**src/rtl/core/crs_pkg.sv**
```systemverilog
// crs_pkg: shared types for the comparison rank sorter
// holds the controller state enum and the controller/datapath command and status structs
// no dependencies
package crs_pkg;

   localparam int unsigned DataWidth = 32;

   // controller states
   typedef enum logic [2:0] {
      ST_LOAD,
      ST_PIVOT,
      ST_SCAN,
      ST_DRAIN,
      ST_PLACE,
      ST_EMIT_RD,
      ST_EMIT_LOAD,
      ST_EMIT_OUT
   } crs_state_type;

   // commands from controller to datapath
   typedef struct packed {
      logic store;      // write accepted item into value store
      logic pivot_rd;   // read pivot value at rank index
      logic scan_clr;   // restart scan index and rank count
      logic scan_rd;    // read next scan value
      logic place;      // write pivot into sorted store at its rank
      logic rsp_load;   // load result register
      logic emit_next;  // advance emit index
      logic fill_clr;   // start a new set
   } crs_cmd_type;

   // status from datapath to controller
   typedef struct packed {
      logic close_hit;  // current input item closes the set
      logic scan_end;   // scan index on last stored value
      logic pivot_end;  // pivot index on last stored value
      logic emit_end;   // emit index on last result
   } crs_sts_type;

endpackage

```
**src/rtl/core/crs_req_if.sv**
```systemverilog
// crs_req_if: input channel of the comparison rank sorter
// valid/ready handshake carrying one value and its last mark
// no dependencies
interface crs_req_if;
   logic               valid;
   logic               ready;
   logic signed [31:0] item_value;
   logic               last_in;

   modport source (output valid, output item_value, output last_in, input ready);
   modport sink (input valid, input item_value, input last_in, output ready);
endinterface

```
**src/rtl/core/crs_rsp_if.sv**
```systemverilog
// crs_rsp_if: result channel of the comparison rank sorter
// valid/ready handshake carrying one sorted value and its last mark
// no dependencies
interface crs_rsp_if;
   logic               valid;
   logic               ready;
   logic signed [31:0] sorted_value;
   logic               last_out;

   modport source (output valid, output sorted_value, output last_out, input ready);
   modport sink (input valid, input sorted_value, input last_out, output ready);
endinterface

```
**src/rtl/core/crs_ram.sv**
```systemverilog
// crs_ram: generic one-write one-read memory with registered read data
// used for the value store and the sorted store
// no dependencies
module crs_ram #(
   parameter int unsigned WIDTH = 32,
   parameter int unsigned DEPTH = 64
) (
   input  logic                     clock,
   input  logic                     wr_en,
   input  logic [$clog2(DEPTH)-1:0] wr_addr,
   input  logic [WIDTH-1:0]         wr_data,
   input  logic [$clog2(DEPTH)-1:0] rd_addr,
   output logic [WIDTH-1:0]         rd_data
);

   logic [WIDTH-1:0] mem_ff [DEPTH];
   logic [WIDTH-1:0] rd_data_ff;

   // write port
   always_ff @(posedge clock) begin
      if (wr_en) begin
         mem_ff[wr_addr] <= wr_data;
      end
   end

   // registered read port
   always_ff @(posedge clock) begin
      rd_data_ff <= mem_ff[rd_addr];
   end

   assign rd_data = rd_data_ff;

endmodule

```
**src/rtl/core/crs_ctrl.sv**
```systemverilog
// crs_ctrl: sequencer for load, rank and emit phases
// depends on crs_pkg for the state enum and the command/status structs
// drives handshake ready/valid and datapath commands
module crs_ctrl
   import crs_pkg::*;
(
   input  logic        clock,
   input  logic        reset,
   input  logic        req_valid,
   output logic        req_ready,
   output logic        rsp_valid,
   input  logic        rsp_ready,
   input  crs_sts_type sts,
   output crs_cmd_type cmd
);

   crs_state_type state_ff;
   crs_state_type state_in;

   // state register
   always_ff @(posedge clock) begin
      if (reset) begin
         state_ff <= ST_LOAD;
      end else begin
         state_ff <= state_in;
      end
   end

   // next state
   always_comb begin
      state_in = state_ff;
      case (state_ff)
         ST_LOAD: begin
            if (req_valid && sts.close_hit) begin
               state_in = ST_PIVOT;
            end
         end
         ST_PIVOT: begin
            state_in = ST_SCAN;
         end
         ST_SCAN: begin
            if (sts.scan_end) begin
               state_in = ST_DRAIN;
            end
         end
         ST_DRAIN: begin
            state_in = ST_PLACE;
         end
         ST_PLACE: begin
            state_in = sts.pivot_end ? ST_EMIT_RD : ST_PIVOT;
         end
         ST_EMIT_RD: begin
            state_in = ST_EMIT_LOAD;
         end
         ST_EMIT_LOAD: begin
            state_in = ST_EMIT_OUT;
         end
         ST_EMIT_OUT: begin
            if (rsp_ready) begin
               state_in = sts.emit_end ? ST_LOAD : ST_EMIT_RD;
            end
         end
         default: begin
            state_in = ST_LOAD;
         end
      endcase
   end

   // outputs
   always_comb begin
      cmd       = '0;
      req_ready = 1'b0;
      rsp_valid = 1'b0;
      case (state_ff)
         ST_LOAD: begin
            req_ready = 1'b1;
            cmd.store = req_valid;
         end
         ST_PIVOT: begin
            cmd.pivot_rd = 1'b1;
            cmd.scan_clr = 1'b1;
         end
         ST_SCAN: begin
            cmd.scan_rd = 1'b1;
         end
         ST_DRAIN: begin
            cmd = '0;
         end
         ST_PLACE: begin
            cmd.place = 1'b1;
         end
         ST_EMIT_RD: begin
            // sorted store address is presented, data arrives next cycle
            cmd = '0;
         end
         ST_EMIT_LOAD: begin
            cmd.rsp_load = 1'b1;
         end
         ST_EMIT_OUT: begin
            rsp_valid      = 1'b1;
            cmd.emit_next  = rsp_ready;
            cmd.fill_clr   = rsp_ready && sts.emit_end;
         end
         default: begin
            cmd = '0;
         end
      endcase
   end

endmodule

```
**src/rtl/core/crs_dp.sv**
```systemverilog
// crs_dp: value store, rank counter, sorted store and result register
// depends on crs_pkg for command/status structs and on crs_ram
// ranks each stored value by a sequential scan over the value store
module crs_dp
   import crs_pkg::*;
#(
   parameter int unsigned MAX_ITEMS = 64
) (
   input  logic                 clock,
   input  logic                 reset,
   input  crs_cmd_type          cmd,
   output crs_sts_type          sts,
   input  logic [DataWidth-1:0] req_item_value,
   input  logic                 req_last_in,
   input  logic                 csr_wr_en,
   input  logic                 csr_wr_data,
   output logic [DataWidth-1:0] rsp_sorted_value,
   output logic                 rsp_last_out
);

   localparam int unsigned IW = $clog2(MAX_ITEMS);
   localparam int unsigned CW = $clog2(MAX_ITEMS + 1);

   logic [CW-1:0]        fill_ff, fill_in;
   logic [CW-1:0]        n_ff, n_in;
   logic [IW-1:0]        i_ff, i_in;
   logic [IW-1:0]        j_ff, j_in;
   logic [IW-1:0]        p_ff, p_in;
   logic [IW-1:0]        rank_ff, rank_in;
   logic [IW-1:0]        scan_idx_ff, scan_idx_in;
   logic                 scan_vld_ff, scan_vld_in;
   logic                 pivot_vld_ff, pivot_vld_in;
   logic                 asc_ff, asc_in;
   logic [DataWidth-1:0] pivot_ff, pivot_in;
   logic [DataWidth-1:0] rsp_value_ff, rsp_value_in;
   logic                 rsp_last_ff, rsp_last_in;

   logic [IW-1:0]        n_last;
   logic [IW-1:0]        vs_rd_addr;
   logic [DataWidth-1:0] vs_rd_data;
   logic [IW-1:0]        ss_rd_addr;
   logic [DataWidth-1:0] ss_rd_data;
   logic                 scan_hit;

   assign n_last = IW'(n_ff - CW'(1));

   // value store, written in arrival order
   assign vs_rd_addr = cmd.pivot_rd ? i_ff : j_ff;

   crs_ram #(
      .WIDTH(DataWidth),
      .DEPTH(MAX_ITEMS)
   ) u_value_store (
      .clock  (clock),
      .wr_en  (cmd.store),
      .wr_addr(fill_ff[IW-1:0]),
      .wr_data(req_item_value),
      .rd_addr(vs_rd_addr),
      .rd_data(vs_rd_data)
   );

   // sorted store, written at each value's rank
   assign ss_rd_addr = asc_ff ? p_ff : IW'(n_last - p_ff);

   crs_ram #(
      .WIDTH(DataWidth),
      .DEPTH(MAX_ITEMS)
   ) u_sorted_store (
      .clock  (clock),
      .wr_en  (cmd.place),
      .wr_addr(rank_ff),
      .wr_data(pivot_ff),
      .rd_addr(ss_rd_addr),
      .rd_data(ss_rd_data)
   );

   // scanned value ranks below pivot: smaller, or equal and earlier
   assign scan_hit = scan_vld_ff &&
                     (($signed(vs_rd_data) < $signed(pivot_ff)) ||
                      (vs_rd_data == pivot_ff && scan_idx_ff < i_ff));

   // next values
   always_comb begin
      fill_in      = fill_ff;
      n_in         = n_ff;
      i_in         = i_ff;
      j_in         = j_ff;
      p_in         = p_ff;
      rank_in      = rank_ff;
      scan_idx_in  = j_ff;
      scan_vld_in  = cmd.scan_rd;
      pivot_vld_in = cmd.pivot_rd;
      asc_in       = csr_wr_en ? csr_wr_data : asc_ff;
      pivot_in     = pivot_vld_ff ? vs_rd_data : pivot_ff;
      rsp_value_in = cmd.rsp_load ? ss_rd_data : rsp_value_ff;
      rsp_last_in  = cmd.rsp_load ? (p_ff == n_last) : rsp_last_ff;

      if (cmd.store) begin
         fill_in = fill_ff + CW'(1);
         n_in    = fill_ff + CW'(1);
         i_in    = '0;
         p_in    = '0;
      end
      if (cmd.fill_clr) begin
         fill_in = '0;
      end
      if (cmd.scan_clr) begin
         j_in    = '0;
         rank_in = '0;
      end else if (scan_hit) begin
         rank_in = rank_ff + IW'(1);
      end
      if (cmd.scan_rd) begin
         j_in = j_ff + IW'(1);
      end
      if (cmd.place) begin
         i_in = i_ff + IW'(1);
      end
      if (cmd.emit_next) begin
         p_in = p_ff + IW'(1);
      end
   end

   // control registers
   always_ff @(posedge clock) begin
      if (reset) begin
         fill_ff      <= '0;
         n_ff         <= '0;
         i_ff         <= '0;
         j_ff         <= '0;
         p_ff         <= '0;
         rank_ff      <= '0;
         scan_vld_ff  <= 1'b0;
         pivot_vld_ff <= 1'b0;
         asc_ff       <= 1'b1;
      end else begin
         fill_ff      <= fill_in;
         n_ff         <= n_in;
         i_ff         <= i_in;
         j_ff         <= j_in;
         p_ff         <= p_in;
         rank_ff      <= rank_in;
         scan_vld_ff  <= scan_vld_in;
         pivot_vld_ff <= pivot_vld_in;
         asc_ff       <= asc_in;
      end
   end

   // payload registers
   always_ff @(posedge clock) begin
      scan_idx_ff  <= scan_idx_in;
      pivot_ff     <= pivot_in;
      rsp_value_ff <= rsp_value_in;
      rsp_last_ff  <= rsp_last_in;
   end

   // status
   always_comb begin
      sts.close_hit = req_last_in || ((fill_ff + CW'(1)) == CW'(MAX_ITEMS));
      sts.scan_end  = (j_ff == n_last);
      sts.pivot_end = (i_ff == n_last);
      sts.emit_end  = (p_ff == n_last);
   end

   assign rsp_sorted_value = rsp_value_ff;
   assign rsp_last_out     = rsp_last_ff;

endmodule

```
**src/rtl/core/comparison_rank_sort.sv**
```systemverilog
// comparison_rank_sort: top level of the comparison counting sorter
// depends on crs_pkg, crs_req_if, crs_rsp_if, crs_ctrl, crs_dp and crs_ram
// wires the channels and configuration port to controller and datapath
//
// Values are loaded one item per cycle into a value store until an item
// marked last, or the item that fills the store to MAX_ITEMS, closes the set.
// The block then ranks the n stored values: for each value it scans the whole
// value store through its single read port, and no input item is accepted
// while ranking runs. Each value is written to a sorted store at its rank, and
// results are read, loaded and offered one by one, each held until the sink
// takes it, smallest first when csr_wr_data last written was 1 (reset value)
// and largest first when 0. The last result carries last_out.
// Write the configuration bit only while no set is in progress.
module comparison_rank_sort
   import crs_pkg::*;
#(
   parameter int unsigned MAX_ITEMS = 64
) (
   input  logic      clock,
   input  logic      reset,
   crs_req_if.sink   req_chan,
   crs_rsp_if.source rsp_chan,
   input  logic      csr_wr_en,
   input  logic      csr_wr_data
);

   crs_cmd_type cmd;
   crs_sts_type sts;

   // sequencer
   crs_ctrl u_ctrl (
      .clock    (clock),
      .reset    (reset),
      .req_valid(req_chan.valid),
      .req_ready(req_chan.ready),
      .rsp_valid(rsp_chan.valid),
      .rsp_ready(rsp_chan.ready),
      .sts      (sts),
      .cmd      (cmd)
   );

   // stores and rank logic
   crs_dp #(
      .MAX_ITEMS(MAX_ITEMS)
   ) u_dp (
      .clock           (clock),
      .reset           (reset),
      .cmd             (cmd),
      .sts             (sts),
      .req_item_value  (req_chan.item_value),
      .req_last_in     (req_chan.last_in),
      .csr_wr_en       (csr_wr_en),
      .csr_wr_data     (csr_wr_data),
      .rsp_sorted_value(rsp_chan.sorted_value),
      .rsp_last_out    (rsp_chan.last_out)
   );

endmodule

```
**src/flat_wrapper.sv**
```systemverilog
// flat-port wrapper written by rule: the top's interface ports become plain ports
module comparison_rank_sort_flat import crs_pkg::*;
#(
   parameter int unsigned MAX_ITEMS = 64
)
  (clock, reset, csr_wr_en, csr_wr_data, req_chan_valid, req_chan_item_value, req_chan_last_in, req_chan_ready, rsp_chan_valid, rsp_chan_sorted_value, rsp_chan_last_out, rsp_chan_ready);
  crs_req_if req_chan_i ();
  crs_rsp_if rsp_chan_i ();
  input  logic clock;
  input  logic reset;
  input  logic csr_wr_en;
  input  logic csr_wr_data;
  input wire logic [$bits(req_chan_i.valid)-1:0] req_chan_valid;
  input wire logic [$bits(req_chan_i.item_value)-1:0] req_chan_item_value;
  input wire logic [$bits(req_chan_i.last_in)-1:0] req_chan_last_in;
  output wire logic [$bits(req_chan_i.ready)-1:0] req_chan_ready;
  output wire logic [$bits(rsp_chan_i.valid)-1:0] rsp_chan_valid;
  output wire logic [$bits(rsp_chan_i.sorted_value)-1:0] rsp_chan_sorted_value;
  output wire logic [$bits(rsp_chan_i.last_out)-1:0] rsp_chan_last_out;
  input wire logic [$bits(rsp_chan_i.ready)-1:0] rsp_chan_ready;
  assign req_chan_i.valid = req_chan_valid;
  assign req_chan_i.item_value = req_chan_item_value;
  assign req_chan_i.last_in = req_chan_last_in;
  assign req_chan_ready = req_chan_i.ready;
  assign rsp_chan_valid = rsp_chan_i.valid;
  assign rsp_chan_sorted_value = rsp_chan_i.sorted_value;
  assign rsp_chan_last_out = rsp_chan_i.last_out;
  assign rsp_chan_i.ready = rsp_chan_ready;
  comparison_rank_sort #(.MAX_ITEMS(MAX_ITEMS)) u_core (.clock(clock), .reset(reset), .req_chan(req_chan_i), .rsp_chan(rsp_chan_i), .csr_wr_en(csr_wr_en), .csr_wr_data(csr_wr_data));
endmodule
```
**config.mk**
```make
export PLATFORM = sky130hd
export DESIGN_NAME = comparison_rank_sort_flat
export DESIGN_NICKNAME = d
export VERILOG_FILES = /design/src/rtl/core/crs_pkg.sv /design/src/rtl/core/crs_req_if.sv /design/src/rtl/core/crs_rsp_if.sv /design/src/rtl/core/crs_ram.sv /design/src/rtl/core/crs_ctrl.sv /design/src/rtl/core/crs_dp.sv /design/src/rtl/core/comparison_rank_sort.sv /design/src/flat_wrapper.sv
export SDC_FILE = /design/constraint.sdc
export NUM_CORES = 2
export LEC_CHECK = 0
export BUFFER_PORTS_ARGS = -buffer_cell sky130_fd_sc_hd__buf_2
export CELL_PAD_IN_SITES_DETAIL_PLACEMENT = 0
export CELL_PAD_IN_SITES_GLOBAL_PLACEMENT = 1
export CORE_MARGIN = 5
export CORE_UTILIZATION = 55
export DETAILED_ROUTE_END_ITERATION = 10
export PLACE_DENSITY = 0.91
export REMOVE_ABC_BUFFERS = 1
export SLEW_MARGIN = 0
export SYNTH_ARGS = -nofsm -noshare
export SYNTH_HDL_FRONTEND = slang
export SYNTH_SLANG_ARGS = --single-unit
```
**constraint.sdc**
```tcl
create_clock -name clock -period 5.47 [get_ports clock]
set_input_delay 1.3675 -clock clock [delete_from_list [all_inputs] [get_ports clock]]
set_output_delay 1.3675 -clock clock [all_outputs]
set_load 0.02 [all_outputs]
```
# ---- Word-level counts from Yosys, hierarchy flattened
# Memories as Yosys holds them, arrays and structs flattened. A register that Yosys moved wholly into a read port is not among the register bits.
# Index checks and enable logic that the tools add are counted.
# Widths: inputs -> output; s select.
dict set report totals {
  mem_bits_rw 4096
  output_inout_bits 35
  elab_cells 78
  inputBits 39
  register_bits 114
  n_memories 2
}
# name words width rd rd_ports_with_merged_regs write_ports line
set memory_table {}
lappend memory_table {u_core.u_dp.u_sorted_store.mem_ff 64 32 1 1 1 crs_ram.sv:16} ;# logic [WIDTH-1:0] mem_ff [DEPTH];
lappend memory_table {u_core.u_dp.u_value_store.mem_ff 64 32 1 1 1 crs_ram.sv:16}
dict set report op_classes {
  n_reduce_logical 13
  add_sub_neg 7
  eq_ne 15
  n_mux 25
  order_cmp 2
}
# op n
set op_table {}
lappend op_table {{$mux 6} 7}
lappend op_table {{$eq 32x32->1} 1}
lappend op_table {{$lt 32x32->1} 1}
lappend op_table {{$add 6x1->6 const B} 4}
lappend op_table {{$pmux 3 s8} 1}
lappend op_table {{$eq 6x6->1} 3}
lappend op_table {{$mux 3} 5}
lappend op_table {{$eq 3x3->1 const B} 4}
lappend op_table {{$mux 1} 10}
lappend op_table {{$add 7x1->7 const B} 1}
lappend op_table {{$eq 7x7->1 const B} 1}
lappend op_table {{$eq 3x2->1 const B} 2}
lappend op_table {{$lt 6x6->1} 1}
lappend op_table {{$reduce_bool 2->1} 3}
lappend op_table {{$sub 6x1->6 const B} 1}
lappend op_table {{$sub 6x6->6} 1}
lappend op_table {{$logic_and 1x1->1} 4}
lappend op_table {{$mux 2} 2}
lappend op_table {{$ne 2x2->1 const B} 2}
lappend op_table {{$reduce_or 2->1} 2}
lappend op_table {{$eq 3x1->1 const B} 1}
lappend op_table {{$logic_not 3->1} 1}
lappend op_table {{$reduce_and 3->1} 1}
lappend op_table {{$logic_or 1x1->1} 2}
lappend op_table {{$ne 2x1->1 const B} 1}

# ---- Depth between registers and ports, before layout
dict set report logic_depth {
  word_depth 6
  mapped_depth 14
  depth_no_buf 13
}

# ---- Modules after synthesis
# From an unflattened synthesis, not the netlist that was laid out.
dict set report hier_totals {
  hier_cells 7157
  area_unflattened_um2 162598.4
}
# module seq_area_each_um2 area_per_inst_um2 cells_per_inst instances
set by_module_without_submodules {}
lappend by_module_without_submodules {crs_ram 62139.6 78515.3 3324 2}
lappend by_module_without_submodules {crs_dp 2872.8 5331.4 481 1}
lappend by_module_without_submodules {crs_ctrl 60.1 236.5 28 1}

# ---- Worst setup path before layout
# Ideal clock, no wire load.
dict set report synth_timing {
  path_kind {input to register}
  start {in req_chan_valid}
  end {mem u_core.u_dp.u_value_store.mem_ff[46][0] (enable)}
  stages 6
  t_required_ps 5049
  setup_ps 421
  path_buffers 2
  setup_slack_ps 1263
  arrival_ps 3786
  path_cell_list {nor2b_1 -> and2_1 -> clkbuf_1 -> clkbuf_1 -> nand3_1 -> nor2_1}
}
dict set report synth_between {
  elab_chain_len 3
}
# element line
set synth_rtl {}
lappend synth_rtl {{start, declared} flat_wrapper.sv:13} ;# input wire logic [$bits(req_chan_i.valid)-1:0] req_chan_valid;
lappend synth_rtl {{$mux 1} crs_ctrl.sv:74} ;# case (state_ff)
lappend synth_rtl {{$mux 1} crs_ram.sv:21} ;# if (wr_en) begin
lappend synth_rtl {{$mux 1 (implied by the code)} crs_ram.sv:22} ;# mem_ff[wr_addr] <= wr_data;
lappend synth_rtl {{end, declared} crs_ram.sv:16}
# Every way passes these cells.

# ---- Worst setup path in the final report
dict set report layout_timing {
  start {reg u_core.u_dp.n_ff[0]}
  end {reg u_core.u_dp.u_sorted_store.rd_data_ff[4], in the netlist u_core.u_dp.u_sorted_store.rd_data[4], read port of u_core.u_dp.u_sorted_store.mem_ff}
}
dict set report layout_between {
  elab_chain_len 3
}
# element line
set layout_rtl {}
lappend layout_rtl {{start, declared} crs_dp.sv:25} ;# logic [CW-1:0] n_ff, n_in;
lappend layout_rtl {{start signal, assigned} crs_dp.sv:138} ;# n_ff <= n_in;
lappend layout_rtl {{$sub 6x1->6} crs_dp.sv:45} ;# assign n_last = IW'(n_ff - CW'(1));
lappend layout_rtl {{$sub 6x6->6} crs_dp.sv:63} ;# assign ss_rd_addr = asc_ff ? p_ff : IW'(n_last - p_ff);
lappend layout_rtl {{$mux 6} crs_dp.sv:63}
lappend layout_rtl {{end, declared} crs_ram.sv:17} ;# logic [WIDTH-1:0] rd_data_ff;
# Every way passes these cells.
# A chain may end at the register's enable or synchronous reset.

==> results.txt <==
The flow ran to the end, and the final reports show no timing, DRC or antenna violations. The gate family responsible for the most delay along the worst path is compound AO/OA/AOI/OAI gates. The area overhead of the layout relative to synthesis is 12.34%.

The cell count after placement came out at 13920. The met3 demand-to-capacity share in global routing came out at 0.06110. The detailed-route wire length per cell is 30.75 um. Synthesis produced a netlist whose cell count is a little over 10000. Synthesis instantiated around 50 different standard cells from the library. The number of buffers and inverters on the critical path is 2.

The number of antenna violations at the first check in global routing is 37. The largest individual stage delay along the critical path comes from the cell sky130_fd_sc_hd__o21ai_4. Setup violations remaining at the end of the flow were counted as 0. The post-route antenna net violation count is 0. Across all register-to-register paths, the minimum setup slack is around 0.65 ns.

The number of max-capacitance violations reported is 0. After detailed placement, the total cell area comes to 173800 sq um. The sequential area share after synthesis came out at 0.7642. The main combinational cell family by area after synthesis is simple AND/OR/NAND/NOR gates. The area share of the largest cell type after synthesis is 0.7506. In this run, post-CTS repair resized a total of 0 instances. The number of synthesized register bits is 4274.

The clock drives 4274 sinks. The post-CTS setup buffer count is 0. Walking the worst path, the cells encountered are inv_1, ha_1, xor2_1, ha_1, a21o_1, a21oi_1, xor2_1, o21ai_4, buf_4, a211oi_1, a21oi_1, mux2i_1, mux2i_1. The worst ir drop on vdd is ~0.43 mV. Sorting the synthesized cells by area gives the leading types as sky130_fd_sc_hd__edfxtp_1, sky130_fd_sc_hd__mux4_2, sky130_fd_sc_hd__nand2_1, sky130_fd_sc_hd__nand3_1, sky130_fd_sc_hd__mux2i_1. After detailed routing, the number of remaining DRC violations is 0. The post-synthesis share of cell area spent on full adders, half adders and majority gates is 0.003803. The worst-margin pin slew is 1.375 ns.

The finished layout cell area came out at 187000 sq um. The overall via count from detail_route came out at ~98000. Between clock sinks in the finished design, the worst skew comes to 0.07923 ns.

The launch point of the worst reg-to-reg path is u_core.u_dp.n_ff[0]. In this run, CTS created clock tree buffers numbering 410. The clock transition time at the flip-flop clock pins of the worst setup and hold paths came out at 0.06 ns.

Entering global routing, the biggest net connects roughly 140 pins. The count of flip-flops with a built-in enable after synthesis is 4161. The arrival time at the worst endpoint is around 5.6 ns. The achievable frequency came out at between 0.2 and 0.25 GHz.

The global-route met2 utilization is 0.4581. For this design the top-level I/O count stands at 74. The die extent in x came out at 560.1 um.

Dividing the final minimum period by the clock period gives 0.8817. The busiest layer in global routing is met2. TritonCTS built the clock tree.

The summed instance area of the synthesized netlist came out at about 170000 sq um. The wire-length estimate of the detail-placed layout is 243.4 mm. The largest single stage delay on the critical path is 0.89 ns.

The count of TritonRoute iterations in the first routing pass came out at 6. The xor and xnor area share after synthesis came out at 0.001947. Clock latency on the worst-skew pair, taken at its later pin, is 0.94 ns. The starting density of the core is 0.5511. The count of cells along the worst hold path came out at 0. In this run, post-CTS hold repair placed 0 buffers. The endpoint identified for the worst register-to-register timing path is u_core.u_dp.u_sorted_store.rd_data[4]. The worst hold path belongs to the class reg -> reg. The portion of synthesized area spent on multiplexers is 0.08364. The post-synthesis compound-gate area fraction came out at 0.04110.

In the layout the commonest cells are sky130_fd_sc_hd__edfxtp_1, sky130_fd_sc_hd__nand2_1, sky130_fd_sc_hd__nand3_1, sky130_fd_sc_hd__mux4_2, sky130_fd_sc_hd__clkbuf_16. The number of I/O port buffers came out at 73. After floorplanning, the core was sized to cover 302000 sq um.

The floorplan step defined a die boundary enclosing ~310000 sq um. In this run the worst setup path begins at u_core.u_dp.n_ff[0]. At the end of the flow the core is filled with cells to 0.6192. The number of nets in the final layout is 10450. The critical path is of the reg -> reg type.

The largest fanout on the critical path is 16. The vertical extent of the die is 560.1 um. In this run the tightest slew margin relative to its limit is 0.08113. The overflow left after global routing is 0.

The maximum root-to-sink buffer count came out at 4. The final weighted congestion in routability-driven placement is between 0.8 and 0.9. The critical path launch point type is a flop. The number of stages on the worst setup path is 13. The final total power came out at 68440 uW. The synthesized area divided by synthesized cell count came out at 16.43 sq um. The capturing element of the worst setup path is u_core.u_dp.u_sorted_store.rd_data[4]. The post-route minimum period is slightly below 5 ns. The violation count after the first detailed-route iteration came out at roughly 15000. The total wire length after detailed routing is between 400 and 500 mm. The placement row count came out at 202.

The finished layout holds 14690 standard cells, fillers aside. The sum of negative setup slack came out at 0 ns. The global-route track usage on met1 came out at 0.3586.

The H-tree depth reported by CTS is 5. In the global route stage, overall resource usage came out at 0.2813. The total count of max-transition violations in the final report was 0. The element type at the critical path end is a flop. The simple-gate portion of the synthesized area came out at 0.08667. In the final layout, the share of cells above drive strength 1 is 0.1609. The proportion of synthesized flip-flops having asynchronous set or reset came out at 0. The cell at the root of the clock tree is sky130_fd_sc_hd__clkbuf_16. The biggest area contributor in the post-synthesis netlist is sky130_fd_sc_hd__edfxtp_1. The static leakage power is 0.06178 uW. The via count of the first global-routing pass is 97270. Setup repair after global routing left no endpoint under its margin. The number of warnings printed during yosys synthesis is 0. The leading cell type in the layout, fill and taps excluded is sky130_fd_sc_hd__edfxtp_1.

The data required time of the worst path is 6.28 ns. The number of vias per cell came out at 6.646. The power per cell area came out at roughly 370 nW/um^2. The first-pass GRT wire length is 652.6 mm.

The hold violation total from the final report came out at 0. The most used flip-flop cell after synthesis is sky130_fd_sc_hd__edfxtp_1. The length in cells of the worst reg-to-reg path is 13.
flip-flops by register name (all words and copies together), names as in the netlist:
register and cells:
u_core.u_dp.asc_ff 1, u_core.u_dp.rsp_sorted_value 32, u_core.u_dp.rank_ff 6, u_core.u_dp.u_value_store.mem_ff 2048, u_core.u_dp.u_sorted_store.mem_ff 2048, u_core.u_dp.pivot_ff 32
u_core.u_dp.pivot_vld_ff 1, u_core.u_dp.u_sorted_store.rd_data 32, u_core.u_dp.n_ff 6, u_core.u_dp.rsp_last_out 1, u_core.u_dp.fill_ff 7, u_core.u_dp.scan_vld_ff 1
u_core.u_dp.i_ff 6, u_core.u_dp.scan_idx_ff 6, u_core.u_dp.p_ff 6, u_core.u_ctrl.state_ff 3, u_core.u_dp.u_value_store.rd_data 32, u_core.u_dp.j_ff 6
per-stage QoR:
step	setup slack [ns]	hold WS (ns)
4_1_cts	0.7038	0.4274
6_report	0.6473	0.4272
3_5_place_dp	0.7383	0.3972
5_1_grt	0.4838	0.4284
3_3_place_gp	0.8191	0.4017
2_1_floorplan	-45.24	0.3855
synthesized netlist by cell type, types with 49 or more instances:
cell / instances
sky130_fd_sc_hd__edfxtp_1: 4161
sky130_fd_sc_hd__and3_1: 259
sky130_fd_sc_hd__clkbuf_1: 325
sky130_fd_sc_hd__ha_1: 49
sky130_fd_sc_hd__a21oi_1: 176
sky130_fd_sc_hd__a311oi_1: 256
sky130_fd_sc_hd__mux2i_1: 229
sky130_fd_sc_hd__nor2b_1: 137
sky130_fd_sc_hd__inv_1: 55
sky130_fd_sc_hd__nand3_1: 541
sky130_fd_sc_hd__nand2_1: 2113
sky130_fd_sc_hd__buf_1: 61
sky130_fd_sc_hd__buf_2: 236
sky130_fd_sc_hd__a31oi_1: 256
sky130_fd_sc_hd__mux4_2: 512
sky130_fd_sc_hd__o22ai_1: 128
sky130_fd_sc_hd__nor2_1: 170
sky130_fd_sc_hd__dfxtp_1: 113
sky130_fd_sc_hd__a211oi_1: 135
layout make-up:
| class | count | area [sq um] |
|---|---|---|
| clock buffer | 523 | 11020 |
| multi-input combinational | 5152 | 37240 |
| tap | 3978 | 4977 |
| clock inverter | 228 | 2187 |
| sequential | 4274 | 127200 |
| timing repair buffer | 464 | 4130 |
| inverter | 55 | 206.4 |
| fill | 19850 | 115000 |
| antenna | 14 | 35.03 |
how the worst min path moves through the flow:
stage,from,end
2_1_floorplan,u_core.u_dp.u_sorted_store.rd_data[0],u_core.u_dp.rsp_sorted_value[0]
3_3_place_gp,u_core.u_dp.u_sorted_store.rd_data[22],u_core.u_dp.rsp_sorted_value[22]
3_5_place_dp,u_core.u_dp.u_sorted_store.rd_data[22],u_core.u_dp.rsp_sorted_value[22]
4_1_cts,u_core.u_dp.u_sorted_store.rd_data[7],u_core.u_dp.rsp_sorted_value[7]
5_1_grt,u_core.u_dp.u_sorted_store.rd_data[7],u_core.u_dp.rsp_sorted_value[7]
6_report,u_core.u_dp.u_sorted_store.rd_data[7],u_core.u_dp.rsp_sorted_value[7]
cells by family (layout without fill, tap and decap cells):
| family | after synthesis | in the layout |
|---|---|---|
| compound gates | 998 | 998 |
| xor+xnor | 37 | 37 |
| fa+ha+maj | 50 | 50 |
| buf+inv | 703 | 1270 |
| flops | 4274 | 4274 |
| mux | 748 | 748 |
| other cells | 0 | 14 |
| simple gates | 3319 | 3319 |
report_power, final:
part,leakage (uW),switching [uW],total (uW),internal (uW)
Clock,0.00646,12100,28100,16000
Sequential,0.0383,272,36200,36000
Combinational,0.0170,2730,4140,1410
layer usage:
metal / vias up / routed length, um
met5: - / 168
met4: 26 / 28160
met3: 1407 / 54620
met2: 7648 / 217900
met1: 48800 / 150700
li1: 39740 / -
Note: power is estimated with default switching activity, not from simulation.
